<file path="src/rtl/cdtab_pkg.sv">
// ----------------------------------------------------------------------------
// cdtab_pkg
// Shared types and constants for the countdown timer and alarm bank: item
// layouts, per-slot record, action codes and sequencer states.
// ----------------------------------------------------------------------------
package cdtab_pkg;

  // default slot counts
  localparam int TimerSlotsDefault = 5;
  localparam int AlarmSlotsDefault = 5;

  // slots shown in the status masks
  localparam int MaskBits = 5;

  // time field limits
  localparam logic [6:0] FieldMax  = 7'd99;
  localparam logic [6:0] WrapValue = 7'd59;

  // configuration register
  localparam logic [7:0] HoldReset = 8'd7;
  localparam int         ApbAddrW  = 3;
  localparam logic       HoldIdx   = 1'b0;

  // action codes
  typedef enum logic [1:0] {
    ACT_TICK      = 2'd0,
    ACT_SET_TIMER = 2'd1,
    ACT_SET_ALARM = 2'd2,
    ACT_READ      = 2'd3
  } action_e;

  // sequencer states
  typedef enum logic [1:0] {
    ST_IDLE,
    ST_WALK,
    ST_READ,
    ST_FINISH
  } state_e;

  typedef struct packed {
    logic [1:0] action;
    logic [6:0] set_hours;
    logic [6:0] set_minutes;
    logic [6:0] set_seconds;
    logic [4:0] now_hour;
    logic [5:0] now_minute;
    logic [5:0] now_second;
    logic       slot_kind;
    logic [2:0] slot_number;
  } in_item_t;

  typedef struct packed {
    logic       accepted;
    logic [2:0] slot_used;
    logic       ring;
    logic [4:0] timer_done_mask;
    logic [4:0] alarm_done_mask;
    logic [4:0] timer_active_mask;
    logic [4:0] alarm_active_mask;
    logic [6:0] read_hours;
    logic [6:0] read_minutes;
    logic [6:0] read_seconds;
  } out_item_t;

  // one slot as kept in the memory
  typedef struct packed {
    logic [6:0] hours;
    logic [6:0] minutes;
    logic [6:0] seconds;
    logic [7:0] age;
  } slot_rec_t;

  // per-slot status kept in flops
  typedef struct packed {
    logic active;
    logic done;
  } slot_flags_t;

  // time of day carried by a tick
  typedef struct packed {
    logic [4:0] hour;
    logic [5:0] minute;
    logic [5:0] second;
  } now_t;

  // saturate a set field at 99
  function automatic logic [6:0] sat99(input logic [6:0] v);
    return (v > FieldMax) ? FieldMax : v;
  endfunction

endpackage

</file>
<file path="src/rtl/cdtab_ram.sv">
// ----------------------------------------------------------------------------
// cdtab_ram
// Generic single-clock RAM, one write port and one read port, read data
// registered.
// ----------------------------------------------------------------------------
module cdtab_ram #(
  parameter int WIDTH = 8,
  parameter int DEPTH = 8,
  localparam int AW   = (DEPTH > 1) ? $clog2(DEPTH) : 1
) (
  input  logic             clk_i,
  input  logic             we_i,
  input  logic [AW-1:0]    waddr_i,
  input  logic [WIDTH-1:0] wdata_i,
  input  logic             re_i,
  input  logic [AW-1:0]    raddr_i,
  output logic [WIDTH-1:0] rdata_o
);

  logic [WIDTH-1:0] mem_q [DEPTH];

  // write port
  always_ff @(posedge clk_i) begin
    if (we_i) begin
      mem_q[waddr_i] <= wdata_i;
    end
  end

  // registered read port
  always_ff @(posedge clk_i) begin
    if (re_i) begin
      rdata_o <= mem_q[raddr_i];
    end
  end

endmodule

</file>
<file path="src/rtl/cdtab_slot_upd.sv">
// ----------------------------------------------------------------------------
// cdtab_slot_upd
// Tick update of one slot: countdown with borrow for a timer, time-of-day
// match for an alarm, and ageing and release of a done slot.
// ----------------------------------------------------------------------------
module cdtab_slot_upd
  import cdtab_pkg::*;
(
  input  slot_rec_t   cur_rec_i,
  input  slot_flags_t cur_flg_i,
  input  logic        is_alarm_i,
  input  logic [7:0]  hold_i,
  input  now_t        now_i,
  output slot_rec_t   nxt_rec_o,
  output slot_flags_t nxt_flg_o
);

  logic [8:0] age_inc;
  logic       expire;
  logic       at_zero;
  logic       match;

  assign age_inc = {1'b0, cur_rec_i.age} + 9'd1;
  assign expire  = age_inc > {1'b0, hold_i};
  assign at_zero = (cur_rec_i.hours == '0) && (cur_rec_i.minutes == '0) &&
                   (cur_rec_i.seconds == '0);
  assign match   = (cur_rec_i.hours == {2'b00, now_i.hour}) &&
                   (cur_rec_i.minutes == {1'b0, now_i.minute}) &&
                   (cur_rec_i.seconds == {1'b0, now_i.second});

  // next record and status
  always_comb begin
    nxt_rec_o = cur_rec_i;
    nxt_flg_o = cur_flg_i;
    if (cur_flg_i.active) begin
      if (cur_flg_i.done) begin
        // ringing slot ages, freed once past the hold time
        if (expire) begin
          nxt_flg_o.active = 1'b0;
          nxt_flg_o.done   = 1'b0;
          nxt_rec_o.age    = '0;
        end else begin
          nxt_rec_o.age = age_inc[7:0];
        end
      end else if (is_alarm_i) begin
        if (match) begin
          nxt_flg_o.done = 1'b1;
          nxt_rec_o.age  = '0;
        end
      end else if (at_zero) begin
        nxt_flg_o.done = 1'b1;
        nxt_rec_o.age  = '0;
      end else if (cur_rec_i.seconds != '0) begin
        nxt_rec_o.seconds = cur_rec_i.seconds - 7'd1;
      end else if (cur_rec_i.minutes != '0) begin
        nxt_rec_o.minutes = cur_rec_i.minutes - 7'd1;
        nxt_rec_o.seconds = WrapValue;
      end else begin
        nxt_rec_o.hours   = cur_rec_i.hours - 7'd1;
        nxt_rec_o.minutes = WrapValue;
        nxt_rec_o.seconds = WrapValue;
      end
    end
  end

endmodule

</file>
<file path="src/rtl/countdown_timer_alarm_bank.sv">
// Set items go from IDLE straight to FINISH, reads pass through READ, and ticks
// walk every slot in WALK before FINISH loads the registered result.
// Throughput: one item at a time; a tick holds off the next transfer while it
// walks the slots, set by the single read and write port of the slot memory.
// Reset: all slots inactive and reading zero, hold_seconds 7, no result held.
// ----------------------------------------------------------------------------
// countdown_timer_alarm_bank
// Bank of hours/minutes/seconds countdown timers and time-of-day alarms.
// Slot times and ages sit in one memory; a sequencer walks it on each tick.
// ----------------------------------------------------------------------------
module countdown_timer_alarm_bank
  import cdtab_pkg::*;
#(
  parameter int TIMER_SLOTS = TimerSlotsDefault,
  parameter int ALARM_SLOTS = AlarmSlotsDefault
) (
  input  logic                clk_i,
  input  logic                rst_ni,
  // item input
  input  logic                in_valid_i,
  output logic                in_stall_o,
  input  in_item_t            in_data_i,
  // result output
  output logic                out_valid_o,
  input  logic                out_stall_i,
  output out_item_t           out_data_o,
  // configuration
  input  logic                psel,
  input  logic                penable,
  input  logic                pwrite,
  input  logic [ApbAddrW-1:0] paddr,
  input  logic [31:0]         pwdata,
  output logic [31:0]         prdata,
  output logic                pready
);

  localparam int N  = TIMER_SLOTS + ALARM_SLOTS;
  localparam int AW = $clog2(N);
  localparam int IW = $clog2(N + 1);
  localparam int RW = $bits(slot_rec_t);

  // configuration register
  logic [7:0] hold_q;
  logic       cfg_wr;

  assign pready = 1'b1;
  assign cfg_wr = psel && penable && pwrite && pready && (paddr[2] == HoldIdx);
  assign prdata = (paddr[2] == HoldIdx) ? {24'd0, hold_q} : 32'd0;

  always_ff @(posedge clk_i or negedge rst_ni) begin
    if (!rst_ni) begin
      hold_q <= HoldReset;
    end else if (cfg_wr) begin
      hold_q <= pwdata[7:0];
    end
  end

  // sequencer and per-slot status
  state_e         state_q, state_d;
  logic [N-1:0]   act_q, done_q, wr_q;
  logic [IW-1:0]  idx_q, idx_d;
  logic           proc_vld_q, proc_vld_d;
  logic [AW-1:0]  proc_addr_q;
  now_t           now_q;
  logic [AW-1:0]  rd_addr_q;
  logic           rd_ok_q;

  // item results
  logic           acc_q;
  logic [2:0]     used_q;
  logic [6:0]     rh_q, rm_q, rs_q;

  // output register
  logic           out_vld_q;
  out_item_t      out_q;

  logic           in_xfer;
  logic           out_load;

  assign in_stall_o  = (state_q != ST_IDLE);
  assign in_xfer     = in_valid_i && !in_stall_o;
  assign out_valid_o = out_vld_q;
  assign out_data_o  = out_q;
  assign out_load    = (state_q == ST_FINISH) && (!out_vld_q || !out_stall_i);

  // memory ports
  logic            ram_we, ram_re;
  logic [AW-1:0]   ram_waddr, ram_raddr;
  slot_rec_t       ram_wdata, ram_rdata;

  cdtab_ram #(
    .WIDTH (RW),
    .DEPTH (N)
  ) u_ram (
    .clk_i   (clk_i),
    .we_i    (ram_we),
    .waddr_i (ram_waddr),
    .wdata_i (ram_wdata),
    .re_i    (ram_re),
    .raddr_i (ram_raddr),
    .rdata_o (ram_rdata)
  );

  // tick update of the slot in flight
  slot_rec_t   cur_rec, nxt_rec;
  slot_flags_t cur_flg, nxt_flg;
  logic        cur_alarm;

  assign cur_rec       = wr_q[proc_addr_q] ? ram_rdata : '0;
  assign cur_flg.active = act_q[proc_addr_q];
  assign cur_flg.done   = done_q[proc_addr_q];
  assign cur_alarm     = ({1'b0, proc_addr_q} >= (AW+1)'(TIMER_SLOTS));

  cdtab_slot_upd u_upd (
    .cur_rec_i  (cur_rec),
    .cur_flg_i  (cur_flg),
    .is_alarm_i (cur_alarm),
    .hold_i     (hold_q),
    .now_i      (now_q),
    .nxt_rec_o  (nxt_rec),
    .nxt_flg_o  (nxt_flg)
  );

  // first free slot of each kind
  logic [AW-1:0] free_t, free_a;
  logic          found_t, found_a;

  always_comb begin
    free_t  = '0;
    found_t = 1'b0;
    for (int i = TIMER_SLOTS - 1; i >= 0; i--) begin
      if (!act_q[i]) begin
        free_t  = AW'(i);
        found_t = 1'b1;
      end
    end
    free_a  = '0;
    found_a = 1'b0;
    for (int j = ALARM_SLOTS - 1; j >= 0; j--) begin
      if (!act_q[TIMER_SLOTS + j]) begin
        free_a  = AW'(j);
        found_a = 1'b1;
      end
    end
  end

  // set and read decode of the incoming item
  logic          is_set_t, is_set_a, is_rd, set_hit;
  logic [AW-1:0] set_addr;
  logic          rd_ok;
  logic [AW-1:0] rd_addr;

  assign is_set_t = in_xfer && (in_data_i.action == ACT_SET_TIMER);
  assign is_set_a = in_xfer && (in_data_i.action == ACT_SET_ALARM);
  assign is_rd    = in_xfer && (in_data_i.action == ACT_READ);
  assign set_hit  = (is_set_t && found_t) || (is_set_a && found_a);
  assign set_addr = is_set_a ? (AW'(TIMER_SLOTS) + free_a) : free_t;

  always_comb begin
    rd_ok   = 1'b0;
    rd_addr = '0;
    if (!in_data_i.slot_kind) begin
      if (int'(in_data_i.slot_number) < TIMER_SLOTS) begin
        rd_ok   = 1'b1;
        rd_addr = AW'(in_data_i.slot_number);
      end
    end else if (int'(in_data_i.slot_number) < ALARM_SLOTS) begin
      rd_ok   = 1'b1;
      rd_addr = AW'(TIMER_SLOTS) + AW'(in_data_i.slot_number);
    end
  end

  // memory access selection
  always_comb begin
    ram_we    = 1'b0;
    ram_waddr = proc_addr_q;
    ram_wdata = nxt_rec;
    ram_re    = 1'b0;
    ram_raddr = idx_q[AW-1:0];
    if (state_q == ST_IDLE) begin
      ram_we    = set_hit;
      ram_waddr = set_addr;
      ram_wdata = '{hours:   sat99(in_data_i.set_hours),
                    minutes: sat99(in_data_i.set_minutes),
                    seconds: sat99(in_data_i.set_seconds),
                    age:     8'd0};
      ram_re    = is_rd;
      ram_raddr = rd_addr;
    end else if (state_q == ST_WALK) begin
      ram_we = proc_vld_q && cur_flg.active;
      ram_re = (idx_q < IW'(N));
    end
  end

  // next state and walk control
  always_comb begin
    state_d    = state_q;
    idx_d      = idx_q;
    proc_vld_d = 1'b0;
    case (state_q)
      ST_IDLE: begin
        idx_d = '0;
        if (in_xfer) begin
          case (in_data_i.action)
            ACT_TICK: state_d = ST_WALK;
            ACT_READ: state_d = ST_READ;
            default:  state_d = ST_FINISH;
          endcase
        end
      end
      ST_WALK: begin
        if (idx_q < IW'(N)) begin
          idx_d      = idx_q + IW'(1);
          proc_vld_d = 1'b1;
        end else begin
          state_d = ST_FINISH;
        end
      end
      ST_READ: state_d = ST_FINISH;
      ST_FINISH: begin
        if (out_load) begin
          state_d = ST_IDLE;
        end
      end
      default: state_d = ST_IDLE;
    endcase
  end

  // control registers
  always_ff @(posedge clk_i or negedge rst_ni) begin
    if (!rst_ni) begin
      state_q    <= ST_IDLE;
      idx_q      <= '0;
      proc_vld_q <= 1'b0;
      act_q      <= '0;
      done_q     <= '0;
      wr_q       <= '0;
      out_vld_q  <= 1'b0;
    end else begin
      state_q    <= state_d;
      idx_q      <= idx_d;
      proc_vld_q <= proc_vld_d;
      if (ram_we) begin
        wr_q[ram_waddr] <= 1'b1;
      end
      // status of a newly set slot
      if (state_q == ST_IDLE && set_hit) begin
        act_q[set_addr]  <= 1'b1;
        done_q[set_addr] <= 1'b0;
      end
      // status of the slot updated by the walk
      if (state_q == ST_WALK && proc_vld_q) begin
        act_q[proc_addr_q]  <= nxt_flg.active;
        done_q[proc_addr_q] <= nxt_flg.done;
      end
      if (out_load) begin
        out_vld_q <= 1'b1;
      end else if (out_vld_q && !out_stall_i) begin
        out_vld_q <= 1'b0;
      end
    end
  end

  // item payload registers
  always_ff @(posedge clk_i) begin
    proc_addr_q <= idx_q[AW-1:0];
    if (in_xfer) begin
      now_q     <= '{hour:   in_data_i.now_hour,
                     minute: in_data_i.now_minute,
                     second: in_data_i.now_second};
      rd_addr_q <= rd_addr;
      rd_ok_q   <= rd_ok;
      acc_q     <= set_hit;
      used_q    <= set_hit ? (is_set_a ? 3'(free_a) : 3'(free_t)) : 3'd0;
      rh_q      <= '0;
      rm_q      <= '0;
      rs_q      <= '0;
    end
    // read data comes back in the cycle after the transfer
    if (state_q == ST_READ && rd_ok_q && wr_q[rd_addr_q]) begin
      rh_q <= ram_rdata.hours;
      rm_q <= ram_rdata.minutes;
      rs_q <= ram_rdata.seconds;
    end
  end

  // status masks after the item
  logic [MaskBits-1:0] tam, tdm, aam, adm;
  logic                ring;

  always_comb begin
    tam  = '0;
    tdm  = '0;
    aam  = '0;
    adm  = '0;
    ring = |(act_q & done_q);
    for (int i = 0; i < MaskBits; i++) begin
      if (i < TIMER_SLOTS) begin
        tam[i] = act_q[i];
        tdm[i] = act_q[i] && done_q[i];
      end
      if (i < ALARM_SLOTS) begin
        aam[i] = act_q[TIMER_SLOTS + i];
        adm[i] = act_q[TIMER_SLOTS + i] && done_q[TIMER_SLOTS + i];
      end
    end
  end

  // output register
  always_ff @(posedge clk_i) begin
    if (out_load) begin
      out_q <= '{accepted:          acc_q,
                 slot_used:         used_q,
                 ring:              ring,
                 timer_done_mask:   tdm,
                 alarm_done_mask:   adm,
                 timer_active_mask: tam,
                 alarm_active_mask: aam,
                 read_hours:        rh_q,
                 read_minutes:      rm_q,
                 read_seconds:      rs_q};
    end
  end

endmodule

</file>
<file path="config.mk">
export PLATFORM = sky130hd
export DESIGN_NAME = countdown_timer_alarm_bank
export DESIGN_NICKNAME = d
export VERILOG_FILES = /design/src/rtl/cdtab_pkg.sv /design/src/rtl/cdtab_ram.sv /design/src/rtl/cdtab_slot_upd.sv /design/src/rtl/countdown_timer_alarm_bank.sv
export SDC_FILE = /design/constraint.sdc
export NUM_CORES = 1
export LEC_CHECK = 0
export BUFFER_PORTS_ARGS = -buffer_cell sky130_fd_sc_hd__buf_2
export CAP_MARGIN = 20
export CORE_UTILIZATION = 54
export DETAILED_ROUTE_END_ITERATION = 16
export GPL_TIMING_DRIVEN = 0
export PLACE_DENSITY = 0.73
export SLEW_MARGIN = 10
export SYNTH_ARGS = -nofsm -noshare
export SYNTH_HDL_FRONTEND = slang
export SYNTH_HIERARCHICAL = 1
export SYNTH_SLANG_ARGS = --single-unit
</file>
<file path="constraint.sdc">
create_clock -name clk_i -period 4.5 [get_ports clk_i]
set_input_delay 0.675 -clock clk_i [delete_from_list [all_inputs] [get_ports clk_i]]
set_output_delay 0.675 -clock clk_i [all_outputs]
set_load 0.05 [all_outputs]
</file>
Word level (Yosys, flattened, before mapping)
Memories as Yosys holds them, arrays and structs flattened. A register that Yosys moved wholly into a read port is not among the register bits. Index checks and enable logic that the tools add are counted.

Bits in registers: 143. RAM bits: 290. Logic and storage cells: 217. Memories: 1.

Memory list: u_ram.mem_q (depth 10, width 29, read ports 1, clocked after memory_dff 1, wr ports 1, line cdtab_ram.sv:20) `logic [WIDTH-1:0] mem_q [DEPTH];`.

$add $sub $neg: 7. Magnitude comparators: 14. Equal/unequal tests: 13. Muxes and demuxes: 95. Bitwise gates (word level): 6. Reductions and logical operators: 52.

Operators with widths (count): 29-bit two-way mux (3); 21-bit two-way mux (3); 7-bit two-way mux (9); 4-bit two-way mux (13); 8-bit two-way mux (6); 10-bit two-way mux (4); 1-bit logical AND (33); 1-bit two-way mux (33); 14-bit two-way mux (2); 7-bit greater-than comparator, second input constant (3); 7-bit zero test (3); 7-bit by 1-bit subtractor with 7-bit output, second input constant (3); 10-bit AND (2); 10-bit bitwise mux (2); 4-bit by 5-bit < comparator with 1-bit output, second input constant (4); 10-bit bitwise OR (2); 1-bit binary-select mux with 4-bit select (4); 3-bit two-way mux (5); 7-bit by 6-bit == test with 1-bit output (2); 7-bit nonzero test (2); 1-bit demux with 4-bit select (3); 4-bit by 1-bit greater-or-equal comparator with 1-bit output, second input constant (3); 2-bit two-way mux (5); 10-bit inverter (1); 23 further kinds (37).

Logic depth before layout (Yosys ltp)
Gate-level depths: netlist of the first run.

Word-level depth: 16. Depth in mapped cells: 19. Mapped depth without buffers: 17.

Hierarchy
The synthesis of the first run kept the hierarchy.

Modules (own cells, without submodules): cdtab_ram (times used 1, cells an instance 634, area an instance 12296.8 um^2); countdown_timer_alarm_bank (times used 1, cells an instance 575, area an instance 6956.7 um^2); cdtab_slot_upd (times used 1, cells an instance 190, area an instance 1301.2 um^2).

Least setup slack after synthesis of the first run
No wires, ideal clock.

Path kind: register to register. Start point: register out_vld_q, in the netlist out_valid_o. End point: register out_q (netlist bit out_data_o[0]) (enable). Library setup time: 520 ps. Arrival: 4030 ps. Path slack: -49 ps. Cell stages (with the launch flop): 2. Clock period less this slack: 4549 ps. Path through: dfrtp_1 -> a21boi_0.

Word-level cells in the longest chain between the ends: 3.

RTL lines: start: declaration (line countdown_timer_alarm_bank.sv:74) `logic out_vld_q;`; start signal: assignment (line countdown_timer_alarm_bank.sv:238) `out_vld_q <= 1'b0;`; start signal: assignment (line countdown_timer_alarm_bank.sv:257) `out_vld_q <= 1'b1;`; start signal: assignment (line countdown_timer_alarm_bank.sv:259) `out_vld_q <= 1'b0;`; 1-bit zero test (line countdown_timer_alarm_bank.sv:84) `assign out_load = (state_q == ST_FINISH) && (!out_vld_q || !out_stall_i);`; 1-bit logical OR (line countdown_timer_alarm_bank.sv:84); 1-bit logical AND (line countdown_timer_alarm_bank.sv:84); named net out_load (line countdown_timer_alarm_bank.sv:78) `logic out_load;`; end signal: assignment (line countdown_timer_alarm_bank.sv:312) `out_q <= '{accepted: acc_q,`; end: declaration (line countdown_timer_alarm_bank.sv:75) `out_item_t out_q;`.

The timed path passes the listed nets, and every way through them passes these cells. A chain may end at the register's enable or synchronous reset.

==> results of run 1 <==
[state kept, by name, indices dropped and copies added, names as in the netlist, 4 cells and up]
register       count
done_q            10
wr_q              10
rd_addr_q          4
u_ram/rdata_o     29
rs_q               7
u_ram/mem_q      290
now_q             17
proc_addr_q        4
rh_q               7
rm_q               7
hold_q             8
out_data_o        46
act_q             10
idx_q              4
[cells in the final DEF, fill, tap and decap left out, types with 8 or more instances in the layout]
| cell type | instances |
|---|---|
| xor2_1 | 19 |
| o31ai_2 | 18 |
| o22ai_1 | 32 |
| nand2b_1 | 9 |
| xnor2_1 | 12 |
| nand4_1 | 11 |
| o41ai_1 | 12 |
| o22a_1 | 8 |
| clkbuf_16 | 48 |
| nand2_1 | 76 |
| edfxtp_1 | 412 |
| nand3_1 | 27 |
| and2_1 | 59 |
| dfrtp_1 | 43 |
| nor2b_1 | 15 |
| conb_1 | 25 |
| a21oi_1 | 20 |
| nor3_1 | 12 |
| buf_6 | 13 |
| ha_1 | 19 |
| inv_1 | 45 |
| mux2_2 | 107 |
| mux2i_1 | 68 |
| o31ai_1 | 13 |
| buf_2 | 125 |
| a22o_1 | 33 |
| clkbuf_1 | 30 |
| buf_4 | 40 |
| o21ai_0 | 33 |
| nor2_1 | 35 |
| clkinv_1 | 11 |
| nor2b_4 | 8 |
[area by class of cell]
class / count / area, um2
Timing Repair Buffer: 141 / 1010
Antenna cell: 1 / 2.50
Buffer: 82 / 544
Tap cell: 511 / 639
Multi-Input combinational cell: 833 / 6650
Sequential cell: 462 / 13600
Clock inverter: 26 / 262
Fill cell: 2698 / 13500
Inverter: 47 / 176
Clock buffer: 57 / 1220
[metal layers]
metal / vias up / wire length [um] / part of all wire [%]
met2: 562 / 23600 / 48
met3: 97 / 3450 / 7.0
met4: 0 / 1370 / 2.8
li1: 5755 / - / -
met1: 6386 / 20800 / 42
met5: - / 0 / 0
[worst max-delay path, cell delays in order, from the launching register on]
cell	delay, ns
dfxtp_1	0.31
buf_6	0.12
buf_12	0.13
clkbuf_4	0.19
mux2i_1	0.17
o22ai_4	0.25
buf_8	0.16
and2_4	0.19
ha_2	0.22
nand3_2	0.12
and2_1	0.20
or2_2	0.32
ha_4	0.29
nand4_1	0.17
o221ai_2	0.25
o21ai_2	0.10
buf_4	0.16
and3_1	0.16
a221o_1	0.32
nor2b_2	0.22
[what timing repair did]
item | 4_1_cts | 5_1_grt
hold buffers | 0 | 0
pin swaps | 2 | 4
setup endpoints to repair | 170 | 202
setup buffers | 1 | 2
gates resized for setup | 42 | 24
gates cloned | 2 | 2
[kinds of logic (layout without fill, tap and decap cells)]
family,Yosys count,after routing,synth area share (%)
adder cells (fa/ha/maj),21,21,1.28
other,2,26,0.0365
AND/OR/NAND/NOR,335,338,8.97
multiplexers,183,183,9.99
buffers and inverters,130,353,3.41
AO/OA/AOI/OAI,235,235,8.79
XOR/XNOR,31,31,1.32
flip-flops,462,462,66.2
[cell usage after synthesis, drive strengths merged, types with 5 or more instances]
master / n / share of area [%]
nand2b: 9 / 0.27
o22ai: 34 / 1.0
a22oi: 6 / 0.22
nor2b: 23 / 0.70
nand4: 11 / 0.33
nor3: 18 / 0.49
ha: 21 / 1.3
or4: 8 / 0.31
a22o: 34 / 1.4
xor2: 19 / 0.81
buf: 58 / 2.1
nand3: 28 / 0.68
nand2: 79 / 1.5
nand4b: 5 / 0.21
o22a: 8 / 0.34
inv: 47 / 0.86
edfxtp: 412 / 60
a31oi: 7 / 0.29
nor4: 7 / 0.21
nor2: 43 / 0.80
a21oi: 21 / 0.53
dfrtp: 43 / 5.2
xnor2: 12 / 0.51
o21ai: 45 / 1.1
clkbuf: 25 / 0.46
or2: 9 / 0.27
and2: 66 / 2.0
mux2i: 69 / 3.4
and3: 7 / 0.21
o41ai: 12 / 0.51
o31ai: 31 / 1.5
mux4: 7 / 0.77
nand3b: 6 / 0.24
mux2: 107 / 5.9
[stage by stage]
| stage | setup TNS, ns | util, % | total power (W) | std cells | setup slack, ns |
|---|---|---|---|---|---|
| final | 0 | 64.2 | 0.0191 | 2160 | 0.126 |
| after global routing | 0 | 64.2 | 0.0200 | 2159 | 0.0106 |
| after CTS | 0 | 63.7 | 0.0189 | 2154 | 0.00897 |
| after detailed placement | -176.08 | 59.3 | 0.0147 | 2069 | -1.63 |
| after global placement | -428.97 | 58.2 | 0.0144 | 2048 | -2.22 |
| after floorplan | 0 | - | 0.0122 | 1422 | 0.151 |
[worst max path at each step]
stage | start | to | slack [ns] | cells past startpoint
after global placement | act_q[8] | u_ram/mem_q[8][22] | -2.22 | 10
after detailed placement | proc_addr_q[3] | u_ram/mem_q[3][1] | -1.63 | 17
final | proc_addr_q[0] | u_ram/mem_q[1][6] | 0.13 | 19
after CTS | state_q[1] | u_ram/rdata_o[24] | 0.009 | 10
after floorplan | proc_addr_q[3] | u_ram/mem_q[0][0] | 0.15 | 17
after global routing | proc_addr_q[3] | u_ram/mem_q[6][6] | 0.01 | 17
[power by group]
part	total (W)	leakage [nW]	switching, W	internal (W)
registers	0.00679	4.25	0.000300	0.00649
logic	0.00858	3.66	0.00555	0.00304
clock network	0.00377	0.717	0.00164	0.00212
total	0.0191	8.62	0.00749	0.0116
==> impl_metrics.py, run 1 <==
metrics = {
    "die": {
        "coreArea_mm2": 0.0376,
        "die_area_mm2": 0.0388,
        "ios": 167,
        "start_util_pct": 54.7,
        "die_w_um": 197,
        "row_count": 71,
        "die_h_um": 197,
    },
    "worst_setup_path": {
        "startpoint_type": "flop",
        "worstPathArrival_ns": 4.67,
        "crit_fanout": 10,
        "reg2reg_depth": 19,
        "rr_startpoint": "proc_addr_q[0]",
        "endpoint_kind": "flop",
        "criticalPathCategory": "flop to flop",
        "crit_required_ns": 4.80,
        "r2r_slack_ns": 0.13,
        "r2r_end": "u_ram/mem_q[1][6]",
    },
    "routing": {
        "wl_per_cell_um": 22.8,
        "final_antenna_net_count": 0,
        "drt_iter0_markers": 1147,
        "routed_wl_mm": 49.3,
        "post_drt_via_cell_ratio": 5.93,
        "remaining_drc_errors": 0,
        "vias": 12800,
        "first_pass_iters": 5,
    },
    "synth": {
        "syn_area_mm2": 0.0206,
        "yosysSeqAreaShare_pct": 66.2,
        "synthCells": 1399,
        "synth_edf_count": 412,
        "synth_ff_type": "edfxtp_1",
        "ys_types": 86,
        "synthArstFlopShare_pct": 9.96,
        "synth.ff_latch_count": 462,
        "avgSynthCellArea_um2": 14.7,
        "yosys_warnings": 6,
    },
    "clock_network": {
        "htree_levels": 2,
        "clockBufferDepth": 3,
        "cts_root_buffer": "clkbuf_16",
        "cts_buffers": 47,
        "clk_latency_ns": 0.61,
        "cts_tree": "yes",
        "cts.sinks": 462,
        "cts.reportedPaths.clkPinSlew_ns": 0.06,
    },
    "sta": {
        "finalSetupViolCount": 0,
        "finalClockSkew_ns": 0.0288,
        "slew_headroom_pct": 23.9,
        "final_max_slew_viol_count": 0,
        "fmaxAchievable_mhz": 229,
        "rsz0062_at_grt": "false",
        "worst_pin_slew_ns": 1.14,
        "post-route-period-util_pct": 97.2,
        "finalCriticalPeriod_ns": 4.37,
        "whs_ns": 0.00659,
        "hold_viol_final": 0,
    },
    "global_routing": {
        "grt_util_met2_pct": 41.8,
        "grt_util_met1_pct": 35.4,
        "grt_max_degree": 47,
        "gr-total-overflow": 0,
        "track_usage_pct": 25.6,
        "top_usage_layer": "met2",
        "grt_pass1_wl_mm": 73.8,
        "grt_pass1_vias": 12400,
        "antenna_found_initial": 1,
        "grt_util_met3_pct": 3.86,
    },
    "placed_design": {
        "finalWeightedCongestion": 0.925,
        "placed_cell_area_mm2": 0.0223,
        "hpwl_mm": 33.6,
        "placement.io_buffers": 115,
    },
    "pwr": {
        "leakagePower_nw": 8.62,
        "ir_worst_vdd_v": 0.000373,
        "p_per_area_mw_per_mm2": 793,
    },
    "finish": {
        "nets": 1721,
        "layout-drive-gt1-share_pct": 28.9,
        "area_growth_pct": 17.3,
        "stdcell_area_mm2": 0.0241,
    },
    "status": {
        "outcome": "completed",
    },
    "flow_run": {
        "maxCapViolCount": 0,
    },
    "min_path": {
        "hold_class": "primary input to asynchronous set/reset pin",
    },
}
No activity file was read; power rests on OpenSTA's default activity.
==> run 2, diff against run 1 <==
SETUP_SLACK_MARGIN = 0.2   (was not set)
==> run 2 against run 1 <==
Combinational power grew 2.4%. Clock skew grew 0.0012 ns. First-iteration DRC count shrank 17%. Clock-buffer cell count grew 1. Wire length grew 2.3%. Die area is the same. Sequential power is essentially flat. Sequential share of layout area shrank 0.38 points. Total power grew 1.4%. Critical path depth shrank 9. Critical path type unchanged. Critical endpoint is now u_ram/rdata_o[23].
==> impl_metrics.py, run 2 (same netlist as run 1, synthesis figures left out) <==
metrics = {
    "sta": {
        "finalClockSkew_ns": 0.0300,
        "post-route-period-util_pct": 94.2,
        "slew_headroom_pct": 28.3,
        "final_max_slew_viol_count": 0,
        "worst_pin_slew_ns": 1.08,
        "finalCriticalPeriod_ns": 4.24,
        "rsz0062_at_grt": "false",
        "finalSetupViolCount": 0,
        "hold_viol_final": 0,
        "tns_ns": 0,
        "fmaxAchievable_mhz": 236,
    },
    "worst_setup_path": {
        "cp_cell_sequence": "inv_1 -> ha_1 -> clkbuf_1 -> buf_2 -> mux2_2 -> nand2b_1 -> buf_2 -> clkbuf_1 -> o22ai_1 -> o31ai_2",
        "slowest_delay_ns": 0.60,
        "criticalPathCategory": "flop to flop",
        "critical-path-top-delay-family": "buffers and inverters",
        "worstPathArrival_ns": 4.57,
        "crit_buf_inv": 5,
        "reg2reg_depth": 10,
        "slowest_stage": "clkbuf_1",
        "r2r_slack_ns": 0.26,
        "rr_startpoint": "state_q[1]",
        "crit_required_ns": 4.83,
        "startpoint_type": "flop",
        "crit_fanout": 11,
        "cp.depth": 10,
        "r2r_end": "u_ram/rdata_o[23]",
        "endpoint_kind": "flop",
    },
    "global_routing": {
        "grt_max_degree": 47,
        "gr-total-overflow": 0,
        "antenna_found_initial": 2,
        "grt_pass1_vias": 12800,
        "track_usage_pct": 26.0,
        "grt_pass1_wl_mm": 74.8,
    },
    "routing": {
        "wl_per_cell_um": 23.2,
        "drt_iter0_markers": 955,
        "remaining_drc_errors": 0,
        "post_drt_via_cell_ratio": 5.88,
        "final_antenna_net_count": 0,
        "vias": 12800,
        "first_pass_iters": 6,
        "routed_wl_mm": 50.4,
    },
    "clock_network": {
        "htree_levels": 2,
        "clk_latency_ns": 0.61,
        "cts_buffers": 47,
        "cts.sinks": 462,
        "clockBufferDepth": 3,
        "cts_tree": "yes",
        "cts_root_buffer": "clkbuf_16",
        "cts.reportedPaths.clkPinSlew_ns": 0.06,
    },
    "finish": {
        "layout-drive-gt1-share_pct": 30.1,
        "antenna_cells": 0,
        "area_growth_pct": 18.1,
        "layout_commonest_cell": "edfxtp_1",
        "largest-register": "u_ram/mem_q",
        "final_cell_mix": "edfxtp_1, buf_2, mux2_2",
        "nets": 1732,
        "fin_cells": 2174,
        "fill_cells": 2681,
        "largest_reg_flops": 290,
    },
    "die": {
        "row_count": 71,
        "coreArea_mm2": 0.0376,
        "start_util_pct": 54.7,
        "die_area_mm2": 0.0388,
        "die_w_um": 197,
        "die_h_um": 197,
        "ios": 167,
    },
    "min_path": {
        "min_from": "in_data_i[10]",
        "hold_class": "primary input to flop",
        "holdPathStages": 1,
        "min_to": "now_q[6]",
    },
    "placed_design": {
        "dp_cells": 2068,
        "finalWeightedCongestion": 0.892,
        "hpwl_mm": 34.2,
        "placement.io_buffers": 115,
    },
    "flow_run": {
        "maxCapViolCount": 0,
    },
    "pwr": {
        "p_per_area_mw_per_mm2": 799,
        "leakagePower_nw": 8.69,
        "ir_worst_vdd_v": 0.000405,
    },
    "status": {
        "outcome": "completed",
    },
}
## run 2: timing repair
action                                 in CTS  in global routing
resized for setup                          57                 28
endpoints found under the hold margin       0                  9
setup endpoints to repair                 260                227
hold buffers                                0                  1
buffers inserted                            5                  8
cloned                                      3                  0
pin swaps                                   6                  6
## run 2: layer usage
layer	global-route usage [%]	up-vias	share of wire, %
met5	0	-	0.016
met4	11.7	2	3.5
met3	3.64	112	6.6
met2	43.7	557	49
met1	33.8	6356	41
li1	-	5761	-
## run 2: how the worst max path moves through the flow
stage | from | to | slack, ns
2_1_floorplan | proc_addr_q[3] | u_ram/mem_q[0][2] | 0.17
4_1_cts | proc_addr_q[3] | u_ram/mem_q[8][2] | 0.23
6_report | state_q[1] | u_ram/rdata_o[23] | 0.26
3_5_place_dp | proc_addr_q[3] | u_ram/mem_q[3][2] | -1.56
5_1_grt | proc_addr_q[0] | u_ram/mem_q[9][2] | 0.18
3_3_place_gp | act_q[8] | u_ram/mem_q[8][23] | -2.08
## run 2: final cells by class
cell class | count | area, um2 | share of cell area (%)
repair buffers | 152 | 1060 | 4.35
multi-input cells | 832 | 6720 | 27.7
inverters | 47 | 176 | 0.727
well taps | 511 | 639 | 2.63
flip-flops and latches | 462 | 13600 | 56.0
plain buffers | 83 | 557 | 2.29
clock buffers | 58 | 1250 | 5.14
clock inverters | 29 | 273 | 1.12
## run 2: worst reg2reg max path: stages (launching register included)
cell	delay (ns)
dfrtp_1	0.42
inv_1	0.13
ha_1	0.31
clkbuf_1	0.50
buf_2	0.55
mux2_2	0.46
nand2b_1	0.11
buf_2	0.28
clkbuf_1	0.60
o22ai_1	0.17
o31ai_2	0.45
## run 2: power breakdown
group | internal (W) | switching, W
Combinational | 0.00319 | 0.00560
Clock | 0.00216 | 0.00165
Sequential | 0.00649 | 0.000318
Total | 0.0118 | 0.00757
## run 2: metrics by stage
| step | hold slack, ns | area [um2] | setup slack [ns] | total power (W) | util, % |
|---|---|---|---|---|---|
| 4_1_cts | 0.237 | 24100 | 0.232 | 0.0191 | 64.1 |
| 3_5_place_dp | 0.405 | 22300 | -1.56 | 0.0148 | 59.3 |
| 6_report | 0.262 | 24300 | 0.259 | 0.0194 | 64.6 |
| 5_1_grt | 0.249 | 24300 | 0.183 | 0.0202 | 64.6 |
| 3_3_place_gp | 0.402 | 21900 | -2.08 | 0.0144 | 58.2 |
| 2_1_floorplan | 0.379 | 20700 | 0.166 | 0.0122 | - |
